===== config.mk =====
export PLATFORM = sky130hd
export DESIGN_NAME = pd_line_follower_steering_top
export DESIGN_NICKNAME = d
export VERILOG_FILES = /design/src/rtl/core/plf_pkg.sv /design/src/rtl/core/plf_serial_mul.sv /design/src/rtl/core/plf_serial_div.sv /design/src/rtl/core/plf_color_detect.sv /design/src/rtl/core/pd_line_follower_steering_top.sv
export SDC_FILE = /design/constraint.sdc
export NUM_CORES = 1
export LEC_CHECK = 0
export BUFFER_PORTS_ARGS = -buffer_cell sky130_fd_sc_hd__buf_2
export CORE_UTILIZATION = 60
export DETAILED_ROUTE_END_ITERATION = 8
export GPL_TIMING_DRIVEN = 0
export PLACE_DENSITY = 0.78
export SETUP_SLACK_MARGIN = 0.5
export SLEW_MARGIN = 20
export SYNTH_ARGS = -nofsm -noshare
export SYNTH_HDL_FRONTEND = slang
export SYNTH_HIERARCHICAL = 1
export SYNTH_SLANG_ARGS = --single-unit

===== constraint.sdc =====
create_clock -name clk -period 6.5 [get_ports clk]
set_input_delay 0.65 -clock clk [delete_from_list [all_inputs] [get_ports clk]]
set_output_delay 0.65 -clock clk [all_outputs]
set_load 0.02 [all_outputs]

===== src/rtl/core/plf_pkg.sv =====
package plf_pkg;

    localparam int CNT_W      = 4;
    localparam int ACC_W      = 21;
    localparam int MCAND_W    = 9;
    localparam int MPLIER_W   = 11;
    localparam int DVD_W      = 14;
    localparam int DVS_W      = 6;
    localparam int CFG_IDX_W  = 3;
    localparam int CFG_DATA_W = 11;
    localparam int STEER_W    = 10;

    localparam logic [CFG_IDX_W-1:0] REG_SPEED        = 3'd0;
    localparam logic [CFG_IDX_W-1:0] REG_TARGET_LEVEL = 3'd1;
    localparam logic [CFG_IDX_W-1:0] REG_KP_TENTHS    = 3'd2;
    localparam logic [CFG_IDX_W-1:0] REG_KD_TENTHS    = 3'd3;
    localparam logic [CFG_IDX_W-1:0] REG_HALT_COLOR   = 3'd4;

    localparam logic [1:0] STOP_RED  = 2'd1;
    localparam logic [1:0] STOP_BLUE = 2'd2;

    localparam logic signed [7:0] SPEED_RST      = 8'sd50;
    localparam logic [6:0]        TARGET_RST     = 7'd50;
    localparam logic [7:0]        KP_RST         = 8'd19;
    localparam logic [10:0]       KD_RST         = 11'd1000;
    localparam logic [1:0]        HALT_COLOR_RST = STOP_RED;

    localparam logic signed [7:0] PWR_LIM    = 8'sd100;
    localparam logic [DVS_W-1:0]  GAIN_SCALE = 6'd10;
    localparam logic [DVS_W-1:0]  MIX_HALF   = 6'd50;
    localparam logic [ACC_W-1:0]  SUM_SAT    = 21'd1000;

    localparam logic [CNT_W-1:0] PD_BITS     = 4'd11;
    localparam logic [CNT_W-1:0] MIXMUL_BITS = 4'd7;
    localparam logic [CNT_W-1:0] STEER_BITS  = 4'd10;
    localparam logic [CNT_W-1:0] MIX_BITS    = 4'd14;

    typedef struct packed {
        logic             start;
        logic [CNT_W-1:0] nbits;
    } unit_cmd_t;

endpackage


===== src/rtl/core/plf_serial_mul.sv =====
module plf_serial_mul
    import plf_pkg::*;
(
    input  logic                       clk,
    input  logic                       rst_n,
    input  unit_cmd_t                  cmd,
    input  logic signed [MCAND_W-1:0]  mcand,
    input  logic [MPLIER_W-1:0]        mplier,
    output logic                       busy,
    output logic signed [ACC_W-1:0]    product
);

    // Shift-add multiplier: one multiplier bit is consumed per cycle.
    logic [CNT_W-1:0]        cnt_reg, cnt_next;
    logic signed [ACC_W-1:0] acc_reg, acc_next;
    logic signed [ACC_W-1:0] mc_reg, mc_next;
    logic [MPLIER_W-1:0]     mp_reg, mp_next;

    assign busy    = (cnt_reg != '0);
    assign product = acc_reg;

    always_comb
    begin
        cnt_next = cnt_reg;
        acc_next = acc_reg;
        mc_next  = mc_reg;
        mp_next  = mp_reg;
        if (cmd.start)
        begin
            cnt_next = cmd.nbits;
            acc_next = '0;
            mc_next  = {{(ACC_W-MCAND_W){mcand[MCAND_W-1]}}, mcand};
            mp_next  = mplier;
        end
        else if (busy)
        begin
            cnt_next = cnt_reg - 1'b1;
            acc_next = mp_reg[0] ? (acc_reg + mc_reg) : acc_reg;
            mc_next  = mc_reg <<< 1;
            mp_next  = mp_reg >> 1;
        end
    end

    always_ff @(posedge clk or negedge rst_n)
    begin
        if (!rst_n)
        begin
            cnt_reg <= '0;
        end
        else
        begin
            cnt_reg <= cnt_next;
        end
    end

    always_ff @(posedge clk)
    begin
        acc_reg <= acc_next;
        mc_reg  <= mc_next;
        mp_reg  <= mp_next;
    end

endmodule


===== src/rtl/core/plf_serial_div.sv =====
module plf_serial_div
    import plf_pkg::*;
(
    input  logic               clk,
    input  logic               rst_n,
    input  unit_cmd_t          cmd,
    input  logic [DVD_W-1:0]   dividend,
    input  logic [DVS_W-1:0]   divisor,
    output logic               busy,
    output logic [DVD_W-1:0]   quotient
);

    // Restoring divider: the dividend is left aligned and one quotient bit
    // is produced per cycle.
    logic [CNT_W-1:0] cnt_reg, cnt_next;
    logic [DVD_W-1:0] dvd_reg, dvd_next;
    logic [DVS_W-1:0] dvs_reg, dvs_next;
    logic [DVS_W-1:0] rem_reg, rem_next;
    logic [DVD_W-1:0] quo_reg, quo_next;
    logic [DVS_W:0]   trial;
    logic [DVS_W:0]   trial_diff;
    logic             qbit;

    assign busy       = (cnt_reg != '0);
    assign quotient   = quo_reg;
    assign trial      = {rem_reg, dvd_reg[DVD_W-1]};
    assign trial_diff = trial - {1'b0, dvs_reg};
    assign qbit       = (trial >= {1'b0, dvs_reg});

    always_comb
    begin
        cnt_next = cnt_reg;
        dvd_next = dvd_reg;
        dvs_next = dvs_reg;
        rem_next = rem_reg;
        quo_next = quo_reg;
        if (cmd.start)
        begin
            cnt_next = cmd.nbits;
            dvd_next = dividend;
            dvs_next = divisor;
            rem_next = '0;
            quo_next = '0;
        end
        else if (busy)
        begin
            cnt_next = cnt_reg - 1'b1;
            dvd_next = dvd_reg << 1;
            rem_next = qbit ? trial_diff[DVS_W-1:0] : trial[DVS_W-1:0];
            quo_next = {quo_reg[DVD_W-2:0], qbit};
        end
    end

    always_ff @(posedge clk or negedge rst_n)
    begin
        if (!rst_n)
        begin
            cnt_reg <= '0;
        end
        else
        begin
            cnt_reg <= cnt_next;
        end
    end

    always_ff @(posedge clk)
    begin
        dvd_reg <= dvd_next;
        dvs_reg <= dvs_next;
        rem_reg <= rem_next;
        quo_reg <= quo_next;
    end

endmodule


===== src/rtl/core/plf_color_detect.sv =====
module plf_color_detect
    import plf_pkg::*;
(
    input  logic [9:0] red,
    input  logic [9:0] green,
    input  logic [9:0] blue,
    input  logic [1:0] halt_color,
    output logic       found
);

    logic is_red;
    logic is_blue;

    assign is_red  = ({1'b0, red} > {green, 1'b0}) && ({1'b0, red} > {blue, 1'b0});
    assign is_blue = ({1'b0, blue} > {red, 1'b0}) && (blue > green);

    always_comb
    begin
        unique case (halt_color)
            STOP_RED:  found = is_red;
            STOP_BLUE: found = is_blue;
            default:   found = 1'b0;
        endcase
    end

endmodule


===== src/rtl/core/pd_line_follower_steering_top.sv =====
// PD line follower steering with a color stop.
// Input channel (in_valid/in_stall) carries one sensor sample per
// transaction: reflect, red_raw, green_raw and blue_raw. Output channel
// (out_valid/out_stall) returns one transaction per sample: left_power,
// right_power and color_found.
// The configuration channel (cfg_valid/cfg_ready, cfg_index, cfg_data)
// writes speed, target_level, kp_tenths, kd_tenths and halt_color at
// indexes 0 to 4; cfg_ready is always high and other indexes are ignored.
// A new sample is not accepted while one is being worked on: in_stall is
// high until the result is loaded into the output register.
// Both PD products run at once on two bit-serial multipliers; one of them is
// then reused for the wheel mix product, and a single bit-serial divider
// does both the steering divide by ten and the divide by fifty.
// A finished result waits in the output register while the receiver
// stalls; the next sample is accepted and worked on meanwhile, and its
// result is held back until the output register is free.
// Reset restores the default register values and clears the stored
// previous reflection and the output valid.
module pd_line_follower_steering_top
    import plf_pkg::*;
(
    input  logic                   clk,
    input  logic                   rst_n,
    input  logic                   in_valid,
    output logic                   in_stall,
    input  logic [6:0]             reflect,
    input  logic [9:0]             red_raw,
    input  logic [9:0]             green_raw,
    input  logic [9:0]             blue_raw,
    output logic                   out_valid,
    input  logic                   out_stall,
    output logic signed [7:0]      left_power,
    output logic signed [7:0]      right_power,
    output logic                   color_found,
    input  logic                   cfg_valid,
    output logic                   cfg_ready,
    input  logic [CFG_IDX_W-1:0]   cfg_index,
    input  logic [CFG_DATA_W-1:0]  cfg_data
);

    localparam logic [2:0] S_IDLE  = 3'd0;
    localparam logic [2:0] S_LOAD  = 3'd1;
    localparam logic [2:0] S_MULPD = 3'd2;
    localparam logic [2:0] S_SUM   = 3'd3;
    localparam logic [2:0] S_STEER = 3'd4;
    localparam logic [2:0] S_WDIV1 = 3'd5;
    localparam logic [2:0] S_WMUL2 = 3'd6;
    localparam logic [2:0] S_WDIV2 = 3'd7;

    logic [2:0] state_reg, state_next;

    logic signed [7:0] speed_reg;
    logic [6:0]        target_reg;
    logic [7:0]        kp_reg;
    logic [10:0]       kd_reg;
    logic [1:0]        halt_color_reg;
    logic [6:0]        prev_reflect_reg;

    logic [6:0] refl_reg;
    logic [9:0] red_reg;
    logic [9:0] green_reg;
    logic [9:0] blue_reg;
    logic       found_reg;

    logic signed [ACC_W-1:0] sum_reg;

    logic              out_valid_reg;
    logic signed [7:0] left_reg;
    logic signed [7:0] right_reg;
    logic              color_reg;

    logic in_accept;
    logic out_load;
    logic item_found;

    logic signed [7:0] perr;
    logic signed [7:0] derr;
    logic signed [7:0] pwr;
    logic [6:0]        apwr;
    logic [ACC_W-1:0]  abs_sum;
    logic [STEER_W-1:0] steer_dvd;

    unit_cmd_t               mul_p_cmd;
    unit_cmd_t               mul_d_cmd;
    unit_cmd_t               div_cmd;
    logic signed [MCAND_W-1:0] mul_p_mcand;
    logic [MPLIER_W-1:0]     mul_p_mplier;
    logic                    mul_p_busy;
    logic                    mul_d_busy;
    logic signed [ACC_W-1:0] mul_p_prod;
    logic signed [ACC_W-1:0] mul_d_prod;
    logic [DVD_W-1:0]        div_dvd;
    logic [DVS_W-1:0]        div_dvs;
    logic                    div_busy;
    logic [DVD_W-1:0]        div_q;

    logic signed [8:0] inner_mag;
    logic signed [8:0] inner9;
    logic signed [7:0] inner;

    assign cfg_ready   = 1'b1;
    assign in_stall    = (state_reg != S_IDLE);
    assign in_accept   = in_valid && !in_stall;
    assign out_valid   = out_valid_reg;
    assign left_power  = left_reg;
    assign right_power = right_reg;
    assign color_found = color_reg;
    assign out_load    = (state_reg == S_WDIV2) && !div_busy
                         && (!out_valid_reg || !out_stall);

    assign perr = $signed({1'b0, target_reg}) - $signed({1'b0, refl_reg});
    assign derr = $signed({1'b0, prev_reflect_reg}) - $signed({1'b0, refl_reg});

    always_comb
    begin
        priority if (speed_reg > PWR_LIM)
        begin
            pwr = PWR_LIM;
        end
        else if (speed_reg < -PWR_LIM)
        begin
            pwr = -PWR_LIM;
        end
        else
        begin
            pwr = speed_reg;
        end
    end

    assign apwr      = pwr[7] ? 7'(-pwr) : pwr[6:0];
    assign abs_sum   = sum_reg[ACC_W-1] ? ACC_W'(-sum_reg) : sum_reg;
    assign steer_dvd = (abs_sum >= SUM_SAT) ? SUM_SAT[STEER_W-1:0]
                                            : abs_sum[STEER_W-1:0];

    assign mul_p_cmd.start = (state_reg == S_LOAD)
                             || ((state_reg == S_WDIV1) && !div_busy);
    assign mul_p_cmd.nbits = (state_reg == S_LOAD) ? PD_BITS : MIXMUL_BITS;
    assign mul_p_mcand     = (state_reg == S_WDIV1) ? {2'b00, apwr} : {perr[7], perr};
    assign mul_p_mplier    = (state_reg == S_WDIV1) ? {4'b0000, div_q[6:0]}
                                                    : {3'b000, kp_reg};

    assign mul_d_cmd.start = (state_reg == S_LOAD);
    assign mul_d_cmd.nbits = PD_BITS;

    assign div_cmd.start = (state_reg == S_STEER)
                           || ((state_reg == S_WMUL2) && !mul_p_busy);
    assign div_cmd.nbits = (state_reg == S_STEER) ? STEER_BITS : MIX_BITS;
    assign div_dvd       = (state_reg == S_STEER)
                           ? {steer_dvd, {(DVD_W-STEER_W){1'b0}}}
                           : mul_p_prod[DVD_W-1:0];
    assign div_dvs       = (state_reg == S_STEER) ? GAIN_SCALE : MIX_HALF;

    // The inner wheel is sign(pwr) * (|pwr| - |diff|), which already lies
    // within plus or minus |pwr|.
    assign inner_mag = $signed({2'b00, apwr}) - $signed({1'b0, div_q[7:0]});
    assign inner9    = pwr[7] ? -inner_mag : inner_mag;
    assign inner     = inner9[7:0];

    plf_serial_mul u_mul_p (
        .clk     (clk),
        .rst_n   (rst_n),
        .cmd     (mul_p_cmd),
        .mcand   (mul_p_mcand),
        .mplier  (mul_p_mplier),
        .busy    (mul_p_busy),
        .product (mul_p_prod)
    );

    plf_serial_mul u_mul_d (
        .clk     (clk),
        .rst_n   (rst_n),
        .cmd     (mul_d_cmd),
        .mcand   ({derr[7], derr}),
        .mplier  (kd_reg),
        .busy    (mul_d_busy),
        .product (mul_d_prod)
    );

    plf_serial_div u_div (
        .clk      (clk),
        .rst_n    (rst_n),
        .cmd      (div_cmd),
        .dividend (div_dvd),
        .divisor  (div_dvs),
        .busy     (div_busy),
        .quotient (div_q)
    );

    plf_color_detect u_color (
        .red        (red_reg),
        .green      (green_reg),
        .blue       (blue_reg),
        .halt_color (halt_color_reg),
        .found      (item_found)
    );

    always_comb
    begin
        state_next = state_reg;
        unique case (state_reg)
            S_IDLE:
            begin
                if (in_accept)
                begin
                    state_next = S_LOAD;
                end
            end
            S_LOAD:
            begin
                state_next = S_MULPD;
            end
            S_MULPD:
            begin
                if (!mul_p_busy && !mul_d_busy)
                begin
                    state_next = S_SUM;
                end
            end
            S_SUM:
            begin
                state_next = S_STEER;
            end
            S_STEER:
            begin
                state_next = S_WDIV1;
            end
            S_WDIV1:
            begin
                if (!div_busy)
                begin
                    state_next = S_WMUL2;
                end
            end
            S_WMUL2:
            begin
                if (!mul_p_busy)
                begin
                    state_next = S_WDIV2;
                end
            end
            S_WDIV2:
            begin
                if (out_load)
                begin
                    state_next = S_IDLE;
                end
            end
            default:
            begin
                state_next = S_IDLE;
            end
        endcase
    end

    always_ff @(posedge clk or negedge rst_n)
    begin
        if (!rst_n)
        begin
            state_reg        <= S_IDLE;
            speed_reg        <= SPEED_RST;
            target_reg       <= TARGET_RST;
            kp_reg           <= KP_RST;
            kd_reg           <= KD_RST;
            halt_color_reg   <= HALT_COLOR_RST;
            prev_reflect_reg <= '0;
            out_valid_reg    <= 1'b0;
        end
        else
        begin
            state_reg <= state_next;
            if (cfg_valid && cfg_ready)
            begin
                unique case (cfg_index)
                    REG_SPEED:        speed_reg      <= cfg_data[7:0];
                    REG_TARGET_LEVEL: target_reg     <= cfg_data[6:0];
                    REG_KP_TENTHS:    kp_reg         <= cfg_data[7:0];
                    REG_KD_TENTHS:    kd_reg         <= cfg_data[10:0];
                    REG_HALT_COLOR:   halt_color_reg <= cfg_data[1:0];
                    default:          ;
                endcase
            end
            if (state_reg == S_LOAD)
            begin
                prev_reflect_reg <= item_found ? 7'd0 : refl_reg;
            end
            if (out_load)
            begin
                out_valid_reg <= 1'b1;
            end
            else if (!out_stall)
            begin
                out_valid_reg <= 1'b0;
            end
        end
    end

    always_ff @(posedge clk)
    begin
        if (in_accept)
        begin
            refl_reg  <= reflect;
            red_reg   <= red_raw;
            green_reg <= green_raw;
            blue_reg  <= blue_raw;
        end
        if (state_reg == S_LOAD)
        begin
            found_reg <= item_found;
        end
        if (state_reg == S_SUM)
        begin
            sum_reg <= mul_p_prod + mul_d_prod;
        end
        if (out_load)
        begin
            left_reg  <= sum_reg[ACC_W-1] ? inner : pwr;
            right_reg <= sum_reg[ACC_W-1] ? pwr : inner;
            color_reg <= found_reg;
        end
    end

    a_accept_starts: assert property (@(posedge clk) disable iff (!rst_n)
        in_accept |=> (state_reg == S_LOAD))
        else $error("accepted sample did not start the computation");

    a_power_range: assert property (@(posedge clk) disable iff (!rst_n)
        out_valid |-> (left_power <= PWR_LIM) && (left_power >= -PWR_LIM)
                      && (right_power <= PWR_LIM) && (right_power >= -PWR_LIM))
        else $error("wheel power out of range");

    a_outer_wheel: assert property (@(posedge clk) disable iff (!rst_n)
        out_valid |-> (left_power == pwr) || (right_power == pwr))
        else $error("neither wheel carries the base power");

    a_mul_free: assert property (@(posedge clk) disable iff (!rst_n)
        mul_p_cmd.start |-> !mul_p_busy)
        else $error("multiplier started while busy");

    a_found_clears_prev: assert property (@(posedge clk) disable iff (!rst_n)
        (out_load && found_reg) |-> (prev_reflect_reg == 7'd0))
        else $error("previous reflection not cleared on stop color");

endmodule


Word level (Yosys, flattened, before mapping)
Cells that the tools add are included.
{ "word_totals": {"regBits": 275, "input_bits": 56, "output_inout_bits": 20, "elab_cells": 145} }
{ "classes": {"addsub": 13, "magnitude_cmp": 8, "eq_ne": 19, "n_mux": 41, "n_reduce_logical": 34} }
{ "op_table": {"columns": ["operator", "count"], "rows": [
  ["21-bit 2-to-1 mux", 5],
  ["21-bit adder", 3],
  ["8-bit 2-to-1 mux", 6],
  ["11-bit 2-to-1 mux", 4],
  ["14-bit 2-to-1 mux", 3],
  ["10-bit by 11-bit > comparator with 1-bit output", 3],
  ["4-bit 2-to-1 mux", 7],
  ["3-bit one-hot mux with 8 select lines", 1],
  ["21-bit by 10-bit greater-or-equal comparator with 1-bit output, second input constant", 1],
  ["21-bit negator", 1],
  ["3-bit 2-to-1 mux", 6],
  ["7-bit by 7-bit subtractor with 8-bit output", 2],
  ["3-bit equality test, second input constant", 5],
  ["7-bit 2-to-1 mux", 2],
  ["2-bit AND reduction", 7],
  ["3-bit by 2-bit equality test with 1-bit output, second input constant", 4],
  ["6-bit 2-to-1 mux", 2],
  ["4-bit nonzero test", 3],
  ["4-bit by 1-bit subtractor with 4-bit output, second input constant", 3],
  ["10-bit > comparator", 1],
  ["10-bit 2-to-1 mux", 1],
  ["2-bit != test, second input constant", 5],
  ["9-bit 2-to-1 mux", 1],
  ["8-bit > comparator, second input constant", 1],
  ["19 further kinds", 38]
]} }

Depth between registers and ports, before layout
Gate-level depths: netlist of the first run.
{ "logic_depth": {"depth_word": 9, "mapped_depth": 22, "ltp_nobuf": 21} }

Modules after synthesis
Netlist of the first run, hierarchy kept.
{ "by_module_without_submodules": {"columns": ["mod", "n_inst", "cells_per_inst", "area_per_inst_um2", "seq_area_each_um2"], "rows": [
  ["pd_line_follower_steering_top", 1, 670, 7238.2, 3478.3],
  ["plf_serial_mul at u_mul_p", 1, 331, 3373.2, 1481.4],
  ["plf_serial_mul at u_mul_d", 1, 341, 3354.5, 1481.4],
  ["plf_serial_div", 1, 192, 2060.7, 1101.1],
  ["plf_color_detect", 1, 126, 975.9, 0.0]
]} }

Least setup slack after synthesis of the first run
No wires, ideal clock.
{ "synth_path": {"path_kind": "register -> register", "from": "register speed_reg[4]", "to": "register left_reg[7] (netlist: left_power[7]) (data pin)", "setup_ps": 274, "t_arrival_ps": 4091, "slack_ps": 2135, "path_stages_with_launch": 20, "path_cell_list": "dfstp_2 clkbuf_1 a311o_1 nand2_1 ha_1 nor2_1 nand2_1 ha_1 nor2_1 xnor2_1 or2_2 ha_1 nor2b_1 o21ai_0 a21boi_0 nor4_1 a311o_1 o41ai_1 xnor2_1 mux2i_1"} }
{ "synth_between": {"elab_chain_len": 9, "word_cells_on_any_way": 10, "classes_between": "add/sub (3); order compare (2); mux (5)"} }
{ "synth_lines": {"columns": ["element", "line", "text"], "rows": [
  ["from (decl)", "pd_line_follower_steering_top.sv:52", "logic signed [7:0] speed_reg;"],
  ["from (signal assigned)", "pd_line_follower_steering_top.sv:274", "REG_SPEED: speed_reg <= cfg_data[7:0];"],
  ["8-bit < comparator", "pd_line_follower_steering_top.sv:120", "else if (speed_reg < -PWR_LIM)"],
  ["8-bit 2-to-1 mux", "pd_line_follower_steering_top.sv:120", null],
  ["8-bit 2-to-1 mux (*)", "pd_line_follower_steering_top.sv:116", "priority if (speed_reg > PWR_LIM)"],
  ["7-bit negator", "pd_line_follower_steering_top.sv:130", "assign apwr = pwr[7] ? 7'(-pwr) : pwr[6:0];"],
  ["7-bit 2-to-1 mux", "pd_line_follower_steering_top.sv:130", null],
  ["7-bit by 8-bit subtractor with 8-bit output", "pd_line_follower_steering_top.sv:155", "assign inner_mag = $signed({2'b00, apwr}) - $signed({1'b0, div_q[7:0]});"],
  ["8-bit negator", "pd_line_follower_steering_top.sv:156", "assign inner9 = pwr[7] ? -inner_mag : inner_mag;"],
  ["8-bit 2-to-1 mux", "pd_line_follower_steering_top.sv:156", null],
  ["8-bit 2-to-1 mux (*)", "pd_line_follower_steering_top.sv:316", "left_reg <= sum_reg[ACC_W-1] ? inner : pwr;"],
  ["to (signal assigned)", "pd_line_follower_steering_top.sv:316", null],
  ["to (decl)", "pd_line_follower_steering_top.sv:68", "logic signed [7:0] left_reg;"]
]} }
Mark *: on every way between the ends. The rest lies on a longest branch, timed or not.
A chain may end at the register's enable or synchronous reset.

Worst setup path after layout of the first run
{ "layout_path": {"from": "register speed_reg[4]", "to": "register left_reg[6] (netlist: left_power[6]) (data pin)"} }
Same word-level chain as after synthesis.

==> out/summary.md, run 1 <==
The flow ran to the end, and the final reports show no timing, DRC or antenna violations. The worst setup path is of the flop to flop kind. The remaining routing DRC violations was 0.

The congestion estimate from routability-driven global placement came to 0.872. The number of placed instances, taps included, is 2,100. The wire length of the first global-routing pass came out at 60,200 µm. For the final database, setup skew stands at 0.0143 ns. The final standard cell count with taps included and fillers excluded came out at 2,156. Traced cell by cell, the critical path runs through clkbuf_1 -> a311o_1 -> nand2_1 -> ha_1 -> nor2_1 -> nand2_1 -> ha_1 -> nor3b_1 -> a31oi_1 -> inv_1 -> ha_1 -> nor2b_1 -> o21ai_0 -> a21boi_0 -> o311a_1 -> nor3_1 -> o31ai_1 -> xor2_1 -> mux2i_1. The worst register-to-register path has a depth of 19.

Together, buffers and inverters on the worst path number 2. The average cell area after synthesis is 10.3 µm². The number of setup buffers added after CTS is 0. The highest-utilization routing layer at the global route stage is met2. The top achievable clock speed is 200 MHz. The number of H-tree branching levels was 1; the depth of the critical timing path with buffers and inverters included was 19. Once routing completed, OpenROAD measured the worst setup slack at 1.50 ns.

Number of port buffers: 74. The TritonCTS buffer count was 30. The most critical setup path has its endpoint at left_power[6]$_DFFE_PP_. The per-cell routed wire length is 16.9 µm.

The ratio of final minimum period to clock period works out to 76.9%. In the synthesized netlist, the number of instances is 1,636. For this configuration, the core starts out at a cell density of 61.7%. The max-slew headroom at the worst pin was 47.1%; the via density per instance was 5.85.

The tools report the launching element type of the critical path as a flop. Setup violations remaining at the end of the flow were counted as 0. After legalization and detailed placement, the total HPWL measured 27,600 µm. Global routing used 2.36% of the available met3 tracks. In the final timing run, aggregate negative setup slack is 0 ns. The Yosys step of the flow raised 6 warnings.

The maximum number of pins on one net before global-route repair was 60; the total number of clock tree sinks was 275. In this run the worst hold path is classified as input port to asynchronous set/reset pin. On the critical path the largest part of the delay comes from compound AO/OA/AOI/OAI gates.

The share of final-layout standard cells stronger than drive strength 1 was 17.2%; the transition time at the pin with the least slew margin was 0.794 ns. The run gives 0 as the initial antenna violation count. For the worst hold margin, the log shows 0.186 ns.

After floorplanning, the core was sized to cover 27,300 µm². Setup repair after global routing left no endpoint under its margin. The run gives 36,400 µm as the routed wire length.

The cell with the biggest individual delay on the critical path is dfstp_2. Maximum VDD drop: 237 µV. For this run, the detailed router's first-pass iteration total came to 5.

The final number of hold-violating endpoints came out at 0. Compared with the post-synthesis result, the final layout area differs by 12.1%. The power density over the cells is 528 nW/µm², and the leakage dissipation is 7.93 nW.

Number of slew-limit violations in the final report: 0. The most repeated library cell on the critical path was ha_1. The worst setup path is captured at a flop.

At the worst endpoint, the required time is 6.77 ns. The number of antenna diodes in the final layout is 0. The clock period minus final worst setup slack came out at 5.00 ns. The setup check on the worst reg-to-reg path leaves a slack of 1.50 ns. From left edge to right edge, the die measures 169 µm. The origin of the critical flop-to-flop path was speed_reg[4]$_DFFE_PN1P_. Worst endpoint data arrival time: 5.27 ns. For this block, the initial DRC count from the detailed router was 1,169. For this design, the CTS-stage hold fixing added 0 buffers.

The met1 capacity usage during global routing is 35.2%, and the number of buffers on the longest clock path is 3. 76 I/O pins were placed. Global routing consumed, on the met2 layer, 44.6% of the routing resources.

The CTS clock-pin slew for the worst setup and hold paths was 0.06 ns; the summed instance area of the synthesized netlist was 16,800 µm². The run gives 26.0% as the global router's overall resource usage. The logs give 0 for the max-cap check violation count and 0 for the total of cells resized after clock tree synthesis. The endpoint identified for the worst register-to-register timing path is left_power[6]$_DFFE_PP_. The die covers 28,700 µm². Across all layers, the routed design uses 12,606 vias. TritonCTS built the clock tree.

The first element of the critical path is speed_reg[4]$_DFFE_PN1P_. Summed over all layers, the global routing overflow is 0. From bottom edge to top edge, the die measures 169 µm. Number of global-route vias before repair: 12,368. In this run the clock root is driven by a clkbuf_16. The detail route stage leaves a number of antenna-violating nets equal to 0. The utilization after layout is 69.2%. Of all nets on the critical path, the largest fanout is 8. The logs give 60 for the count of standard-cell rows and 0.56 ns for the clock insertion delay at the later pin of the skew report.

The post-place setup slack is 1.60 ns, and the post-layout net count is 1,960. The largest single stage delay on the critical path is 0.51 ns.
## area by class of cell
cell class | count | area (µm²)
flip-flops and latches | 275 | 7420
well taps | 372 | 465
multi-input cells | 1188 | 8690
clock buffers | 38 | 852
fillers | 2105 | 8400
clock inverters | 18 | 231
inverters | 123 | 462
repair buffers | 78 | 420
plain buffers | 64 | 300
## per-layer routing
metal,wire [µm],up-vias
li1,-,6209
met1,16600,5997
met2,17300,337
met3,1680,63
met4,801,0
met5,0,-
## placed cells by master, fill, tap and decap left out, types with 8 or more instances in the layout
| master | count |
|---|---|
| buf_2 | 82 |
| a21oi_1 | 103 |
| clkbuf_1 | 43 |
| dfstp_2 | 16 |
| o31ai_1 | 17 |
| buf_6 | 8 |
| or2_2 | 11 |
| xnor2_1 | 51 |
| nor2b_1 | 15 |
| a211oi_1 | 22 |
| nand3b_1 | 14 |
| nand3_1 | 20 |
| nand4b_1 | 11 |
| o21ai_0 | 95 |
| o21bai_1 | 8 |
| a31oi_1 | 12 |
| ha_1 | 137 |
| o211ai_1 | 9 |
| o21a_1 | 13 |
| dfrtp_1 | 43 |
| nor4_1 | 11 |
| or4_1 | 11 |
| dfxtp_1 | 56 |
| nand2b_1 | 15 |
| and2_1 | 16 |
| nand2_1 | 156 |
| a21oi_2 | 10 |
| o21ai_1 | 9 |
| edfxtp_1 | 160 |
| or3_1 | 10 |
| nand4_1 | 17 |
| inv_1 | 117 |
| clkbuf_16 | 31 |
| mux2_2 | 88 |
| nor3_1 | 29 |
| a21o_1 | 24 |
| mux2i_1 | 17 |
| xor2_1 | 27 |
| nor2_1 | 77 |
| conb_1 | 16 |
## through the flow
step                power [mW]  area [µm²]
CTS                       9.92       18800
detailed placement        8.06       17800
global placement          7.89       17700
finish                    9.94       18800
floorplan                 6.93       16900
global route              10.7       18800
## power breakdown
group | internal [mW] | switching (mW)
clock network | 1.12 | 0.698
registers | 2.68 | 0.445
logic | 2.15 | 2.85
total | 5.95 | 3.99
## worst min path at each step
stage	startpoint	endpoint	slack, ns	cells after the start
floorplan	rst_n	halt_color_reg[1]$_DFFE_PN0P_	0.35	0
global placement	u_div/quotient[4]$_SDFFE_PP0P_	u_div/quotient[4]$_SDFFE_PP0P_	0.46	2
detailed placement	u_div/quotient[7]$_SDFFE_PP0P_	u_div/quotient[7]$_SDFFE_PP0P_	0.46	2
CTS	rst_n	kd_reg[1]$_DFFE_PN0P_	0.19	1
global route	rst_n	kd_reg[1]$_DFFE_PN0P_	0.23	1
finish	rst_n	kd_reg[1]$_DFFE_PN0P_	0.19	1
Note: power is estimated with default switching activity, not from simulation.
==> inputs of run 2 (changes only) <==
Clock period 6.5 ns to 4.85 ns, I/O delays scaled along.
==> out/summary.md, run 2 (synthesized netlist as in run 1, its figures left out) <==
The logs give 28,000 µm (+1.4%) for the detailed-placement wirelength estimate and 229 MHz (+14%) for the top achievable clock speed. The number of buffers and inverters on the critical path was 2 (unchanged). The area of the die is 28,700 µm² (unchanged). Setup repair after global routing could not meet its margin everywhere. The tree is rooted in a clkbuf_16. The worst hold path belongs to the class input port to asynchronous set/reset pin. TritonCTS built the clock tree. The signal on the critical path passes through buf_6 -> a311o_1 -> nand2_2 -> ha_4 -> nor2_4 -> nand2_4 -> ha_4 -> nand2_4 -> nor3_2 -> nor4b_1 -> a21oi_1 -> o21ai_1 -> nand2b_1 -> ha_4 -> inv_4 -> nor3_1 -> a31oi_1 -> o21ai_1 -> a311o_1 -> o41ai_4 -> xnor2_1 -> mux2i_1.

Routed wire length: 37,700 µm (+3.5%). Leaving out fill and tap cells, the most frequent cell in the layout is edfxtp_1. The critical path in this run is classified as flop to flop.

The launching element type of the critical path is a flop. The global router's overall resource usage came out at 26.7% (+0.77 points). The share of final-layout standard cells stronger than drive strength 1 was 19.0% (+1.8 points).

The initial antenna violation count was 1 (+1). The tools report the internal power component as 8.15 mW (+37%). Via density per instance: 5.88 (+0.48%). The share of total power consumed by net switching came out at 40.5% (+0.39 points). The logs give 275 (unchanged) for the total number of clock tree sinks and 76 (unchanged) for the top-level I/O count. The final standard cell count with taps included and fillers excluded is 2,169 (+0.60%). The maximum cell stage delay along the critical path came out at 0.54 ns (+0.03 ns). The most repeated library cell on the critical path is ha_4. The number of global-route vias before repair is 12,660 (+2.4%), and the number of buffers on the longest clock path is 3 (unchanged). Utilization after layout: 70.2% (+1.1 points). For the worst setup slack after layout, the log shows 0.476 ns (-1.02 ns). Wire length of the first global-routing pass: 61,800 µm (+2.8%). The number of hold buffers added after cts was 0 (unchanged); the share of power burned in combinational logic was 51.3% (+1.1 points). The effective utilization at floorplan is 61.7% (unchanged). The power density over the cells was 716 nW/µm² (+36%); the instance count after placement with tap cells included was 2,100 (unchanged). The remaining routing DRC violations came out at 0 (unchanged).

The share of total power in sequential cells is 30.8% (-0.7 points). The routed via count is 12,743 (+1.1%), and the TritonCTS buffer count is 31 (+3.3%). The clock insertion delay at the later pin of the skew report was 0.58 ns (+0.02 ns).

The post-layout net count is 1,971 (+0.56%), and the number of detailed-route iterations in the first pass is 7 (+2). Leakage dissipation: 8.05 nW (+1.5%). The peak fanout along the critical path is 4 (-4), and the count of filler cells inserted in the layout is 1,977 (-6.1%). The final number of hold-violating endpoints is 0 (unchanged), and the maximum VDD drop is 349 µV (+47%). The number of H-tree branching levels came out at 1 (unchanged).

The clock period minus final worst setup slack came out at 4.37 ns (-0.626 ns). For the switching component of the power, the log shows 5.55 mW (+39%). The remaining antenna violation count was 0 (unchanged). The ratio of final minimum period to clock period was 90.2% (+13 points); the y dimension of the die was 169 µm (unchanged).

CTS clock-pin slew for the worst setup and hold paths: 0.06 ns (about the same). Kind of capture point of the worst setup path: a flop. The synthesis-to-finish area growth works out to 13.9%. The run gives 5.15 ns (-1.62 ns) as the required arrival time at the worst endpoint. The number of port buffers was 74 (unchanged). The count of standard-cell rows was 60 (unchanged); the maximum clock skew at final layout was 0.0275 ns (+0.0133 ns). For the initial detailed-routing violation count, the log shows 1,159 (-0.86%). The run gives 0 (unchanged) as the number of slew-limit violations in the final report.

The final weighted congestion in routability-driven placement was 0.882 (+1.1%). Transition time at the pin with the least slew margin: 0.797 ns (+0.00296 ns). Leaving out fill and tap cells, the most frequent cells in the layout are edfxtp_1, nand2_1, ha_1, inv_1, a21oi_1.

Overflow left after global routing: 0 (unchanged). The per-cell routed wire length works out to 17.4 µm (+2.9%). The worst endpoint data arrival time is 4.68 ns (-0.59 ns). The placeable core region was 27,300 µm² (unchanged). Cell with the biggest individual delay on the critical path: dfstp_2. Max-cap check violation count: 0 (unchanged). The maximum number of pins on one net before global-route repair is 60 (unchanged). For the total of endpoints with negative setup slack in the final report, the log shows 0 (unchanged). The family of cells with the greatest summed delay on the critical path was compound AO/OA/AOI/OAI gates.

The logs give 18.0% (-0.3 points) for the share of total power in the clock network and 46.9% (-0.20 points) for the max-slew headroom at the worst pin. The post-place setup slack was -0.0918 ns (-1.69 ns); the die extent in x was 169 µm (unchanged). The flow ran to the end, and the final reports show no timing, DRC or antenna violations.
## run 2: cell types whose count changed in the layout (fill, tap and decap cells not counted), sizes merged
cell,delta
buf,+11
clkbuf,+11
clkinv,-7
bufinv,-3
clkinvlp,-2
inv,+2
diode,+1
## run 2: worst paths after layout
kind | slack (ns) | depth (start not counted) | from | endpoint
max in group asynchronous | 4.32 | 1 | rst_n | u_mul_d/cnt_reg[1]$_DFFE_PN0P_
setup reg to reg | 0.48 | 22 | speed_reg[4]$_DFFE_PN1P_ | left_power[7]$_DFFE_PP_
hold reg to reg | 0.47 | 2 | u_div/quotient[4]$_SDFFE_PP0P_ | u_div/quotient[4]$_SDFFE_PP0P_
min in group clk | 0.08 | 1 | red_raw[3] | red_reg[3]$_DFFE_PP_
hold / removal | 0.002 | 1 | rst_n | kd_reg[0]$_DFFE_PN0P_
setup / recovery | 0.48 | 22 | speed_reg[4]$_DFFE_PN1P_ | left_power[7]$_DFFE_PP_
## run 2: power groups by stage
stage / Combinational [mW] / Clock [mW] / Sequential, mW
after global placement: 6.37 / 0 / 4.21
after floorplan: 5.30 / 0 / 3.99
final: 7.02 / 2.46 / 4.21
after detailed placement: 6.59 / 0 / 4.23
after CTS: 6.77 / 2.50 / 4.20
after global routing: 7.82 / 2.58 / 4.30
## run 2: final cells by class
| class | count | area (µm²) | area share (%) |
|---|---|---|---|
| Multi-Input combinational cell | 1188 | 8870 | 46.3 |
| Clock inverter | 8 | 113 | 0.588 |
| Antenna cell | 1 | 2.50 | 0.0131 |
| Inverter | 123 | 464 | 2.43 |
| Buffer | 64 | 308 | 1.61 |
| Sequential cell | 275 | 7420 | 38.8 |
| Timing Repair Buffer | 88 | 495 | 2.59 |
| Clock buffer | 50 | 1000 | 5.23 |
| Tap cell | 372 | 465 | 2.43 |
## run 2: layer usage
layer | global-route usage, % | share of wire, %
met3 | 3.24 | 5.0
met4 | 7.87 | 2.3
met1 | 34.9 | 44
met2 | 46.6 | 49
met5 | 0 | 0
## run 2: metrics by stage
step | total power [mW] | hold WS (ns) | setup TNS (ns) | cell area, µm²
floorplan | 9.29 | 0.189 | 0 | 16900
global placement | 10.6 | 0.458 | -0.0283 | 17700
detailed placement | 10.8 | 0.462 | -0.346 | 17800
CTS | 13.5 | 0.0142 | 0 | 19000
global route | 14.7 | 0.0558 | 0 | 19100
finish | 13.7 | 0.00166 | 0 | 19100
## run 2: repair_timing
item,4_1_cts,5_1_grt
cloned,0,0
pin swaps,3,16
endpoints found under the hold margin,0,0
setup buffers,4,6
endpoints found under the setup margin,8,8
resized for setup,17,27
==> inputs of run 3 (changes only) <==
Settings changed: ABC_CLOCK_PERIOD_IN_PS set to 4850, HOLD_SLACK_MARGIN set to 0.08.
==> out/summary.md, run 3 (synthesized netlist as in run 1, its figures left out) <==
The final standard cell count with taps included and fillers excluded is 2,199 (+1.4%), and the top achievable clock speed is 229 MHz (+0.14%). The worst hold margin was 0.0998 ns (+0.0982 ns); the share of final-layout standard cells stronger than drive strength 1 was 18.7% (-0.31 points). The worst endpoint data arrival time came out at 4.67 ns (about the same). The tools report the final total power as 13.7 mW (+0.17%).

By instance count, the cell type seen most on the critical path is ha_4. The tools report the leakage dissipation as 8.18 nW (+1.6%). The flow ran to the end, and the final reports show no timing, DRC or antenna violations. The top cell types in the final layout, fill and taps aside, are edfxtp_1, nand2_1, ha_1, inv_1, a21oi_1. The max-cap check violation count came out at 0 (unchanged). The logs give 46.4% (-0.51 points) for the max-slew headroom at the worst pin and 60 (unchanged) for the maximum number of pins on one net before global-route repair.

The logs give 0.882 (unchanged) for the final weighted congestion in routability-driven placement and 0 (unchanged) for the remaining antenna violation count. The maximum VDD drop was 356 µV (+1.8%). Leaving out fill and tap cells, the most frequent cell in the layout is edfxtp_1. The clock period minus final worst setup slack is 4.37 ns (-0.00594 ns), and the count of filler cells inserted in the layout is 1,931 (-2.3%).

The CTS clock-pin slew for the worst setup and hold paths is 0.06 ns (about the same), and the power density over the cells is 706 nW/µm² (-1.4%). The tools report the effective utilization at floorplan as 61.7% (unchanged). The via density per instance was 5.88 (about the same). The initial detailed-routing violation count was 1,115 (-3.8%); the synthesis-to-finish area growth was 15.7%.

Total of endpoints with negative setup slack in the final report: 0 (unchanged). The post-place setup slack is -0.0918 ns (unchanged). The tools report the number of H-tree branching levels as 1 (unchanged). The number of port buffers is 74 (unchanged), and the remaining routing DRC violations is 0 (unchanged). The worst setup path is captured at a flop. The setup TNS came out at 0 ns (unchanged).

Wire length of the first global-routing pass: 63,200 µm (+2.2%). The ratio of final minimum period to clock period came out at 90.1% (-0.12 points). The path type of the worst setup path was flop to flop. The logs give 275 (unchanged) for the total number of clock tree sinks and 2,001 (+1.5%) for the post-layout net count. The logs give 60 (unchanged) for the count of standard-cell rows and 0.58 ns (about the same) for the clock insertion delay at the later pin of the skew report. Number of global-route vias before repair: 12,948 (+2.3%). For the number of detailed-route iterations in the first pass, the log shows 6 (-1). The maximum clock skew at final layout came out at 0.0304 ns (+0.00284 ns). The maximum cell stage delay along the critical path is 0.54 ns (about the same), and the routed via count is 12,924 (+1.4%). The routed wire length is 38,600 µm (+2.4%). Worst setup slack after layout: 0.482 ns (+0.00594 ns). TritonCTS built the clock tree. Placeable core region: 27,300 µm² (unchanged).

Overflow left after global routing: 0 (unchanged). The worst min-delay path category was input port to flop. The die extent in x is 169 µm (unchanged). The slowest stage of the critical path belongs to the cell dfstp_2. The number of slew-limit violations in the final report is 0 (unchanged). The required arrival time at the worst endpoint was 5.15 ns (about the same). STA classifies the critical path startpoint as a flop.

The detailed-placement wirelength estimate is 28,000 µm (unchanged). The final number of hold-violating endpoints was 0 (unchanged); the y dimension of the die was 169 µm (unchanged). The clock tree root buffer cell is clkbuf_16.

The area of the die was 28,700 µm² (unchanged). Setup repair after global routing could not meet its margin everywhere. The TritonCTS buffer count was 31 (unchanged); the transition time at the pin with the least slew margin was 0.804 ns (+0.00761 ns). The peak fanout along the critical path was 4 (unchanged). The global router's overall resource usage was 27.3% (+0.61 points); the initial antenna violation count was 1 (unchanged).

The top-level I/O count was 76 (unchanged). Walking the worst path, the cells encountered are buf_6 -> a311o_1 -> nand2_2 -> ha_4 -> nor2_4 -> nand2_4 -> ha_4 -> nand2_4 -> nor3_2 -> nor4b_1 -> a21oi_1 -> o21ai_1 -> nand2b_1 -> ha_4 -> inv_4 -> nor3_1 -> a31oi_1 -> o21ai_1 -> a311o_1 -> o41ai_4 -> xnor2_1 -> mux2i_1. The number of buffers on the longest clock path came out at 3 (unchanged). The instance count after placement with tap cells included came out at 2,100 (unchanged). The per-cell routed wire length works out to 17.5 µm (+0.96%).
==> run 3: changes by cell type in the layout (fill, tap and decap cells not counted), sizes merged <==
cell         previous run  this run
dlygate4sd3             0        30
==> run 3: critical path, delay by kind of cell, from the launching register on <==
| kind | cells | cell delay [ns] |
|---|---|---|
| xor gates and xnor gates | 1 | 0.18 |
| and+or+nand+nor | 8 | 0.95 |
| AOI/OAI and AO/OA | 7 | 1.43 |
| buffers and inverters | 2 | 0.16 |
| adders and majority gates | 3 | 0.74 |
| DFF | 1 | 0.54 |
| muxes | 1 | 0.10 |
==> run 3: where the power goes <==
part           switching [mW]  internal [mW]  total, mW
combinational            4.00           3.04       7.04
sequential              0.615           3.60       4.21
clock                   0.941           1.52       2.46
total                    5.56           8.16       13.7
==> run 3: stage by stage <==
step           util (%)  cell area [µm²]
3_5_place_dp       65.2            17800
6_report           71.3            19400
3_3_place_gp       64.9            17700
4_1_cts            70.7            19300
5_1_grt            71.3            19400
2_1_floorplan         -            16900
==> run 3: cell type report <==
cell class | instances | area [µm²] | area share [%]
Antenna cell | 1 | 2.50 | 0.0129
Buffer | 64 | 308 | 1.58
Clock buffer | 50 | 1000 | 5.15
Clock inverter | 8 | 113 | 0.579
Inverter | 123 | 464 | 2.39
Multi-Input combinational cell | 1188 | 8870 | 45.6
Sequential cell | 275 | 7420 | 38.2
Tap cell | 372 | 465 | 2.39
Timing Repair Buffer | 118 | 796 | 4.09
==> run 3: path summary, 6_finish.rpt <==
check                           cells after the start  slack, ns                        endpoint                            from
max in group asynchronous                           2       3.76  u_mul_d/cnt_reg[1]$_DFFE_PN0P_                           rst_n
worst min register to register                      2       0.47  u_div/quotient[4]$_SDFFE_PP0P_  u_div/quotient[4]$_SDFFE_PP0P_
worst max-delay path                               22       0.48         left_power[7]$_DFFE_PP_        speed_reg[4]$_DFFE_PN1P_
worst min-delay path                                1        0.1           refl_reg[1]$_DFFE_PP_                      reflect[1]
min in group asynchronous                           2       0.55           kd_reg[0]$_DFFE_PN0P_                           rst_n
worst max register to register                     22       0.48         left_power[7]$_DFFE_PP_        speed_reg[4]$_DFFE_PN1P_
==> run 3: repair_timing <==
item                       in CTS  in global routing
pin swaps                       3                 16
buffers inserted                4                  6
hold endpoints to repair       72                  0
gates resized for setup        17                 27
setup endpoints to repair       8                  8
hold buffers                   30                  0
==> run 3: routing by layer <==
metal  routed length (µm)  GRT usage [%]
met5                    0              0
met4                  903           8.30
met3                 1960           3.36
met2                18800           48.0
met1                16800           35.3
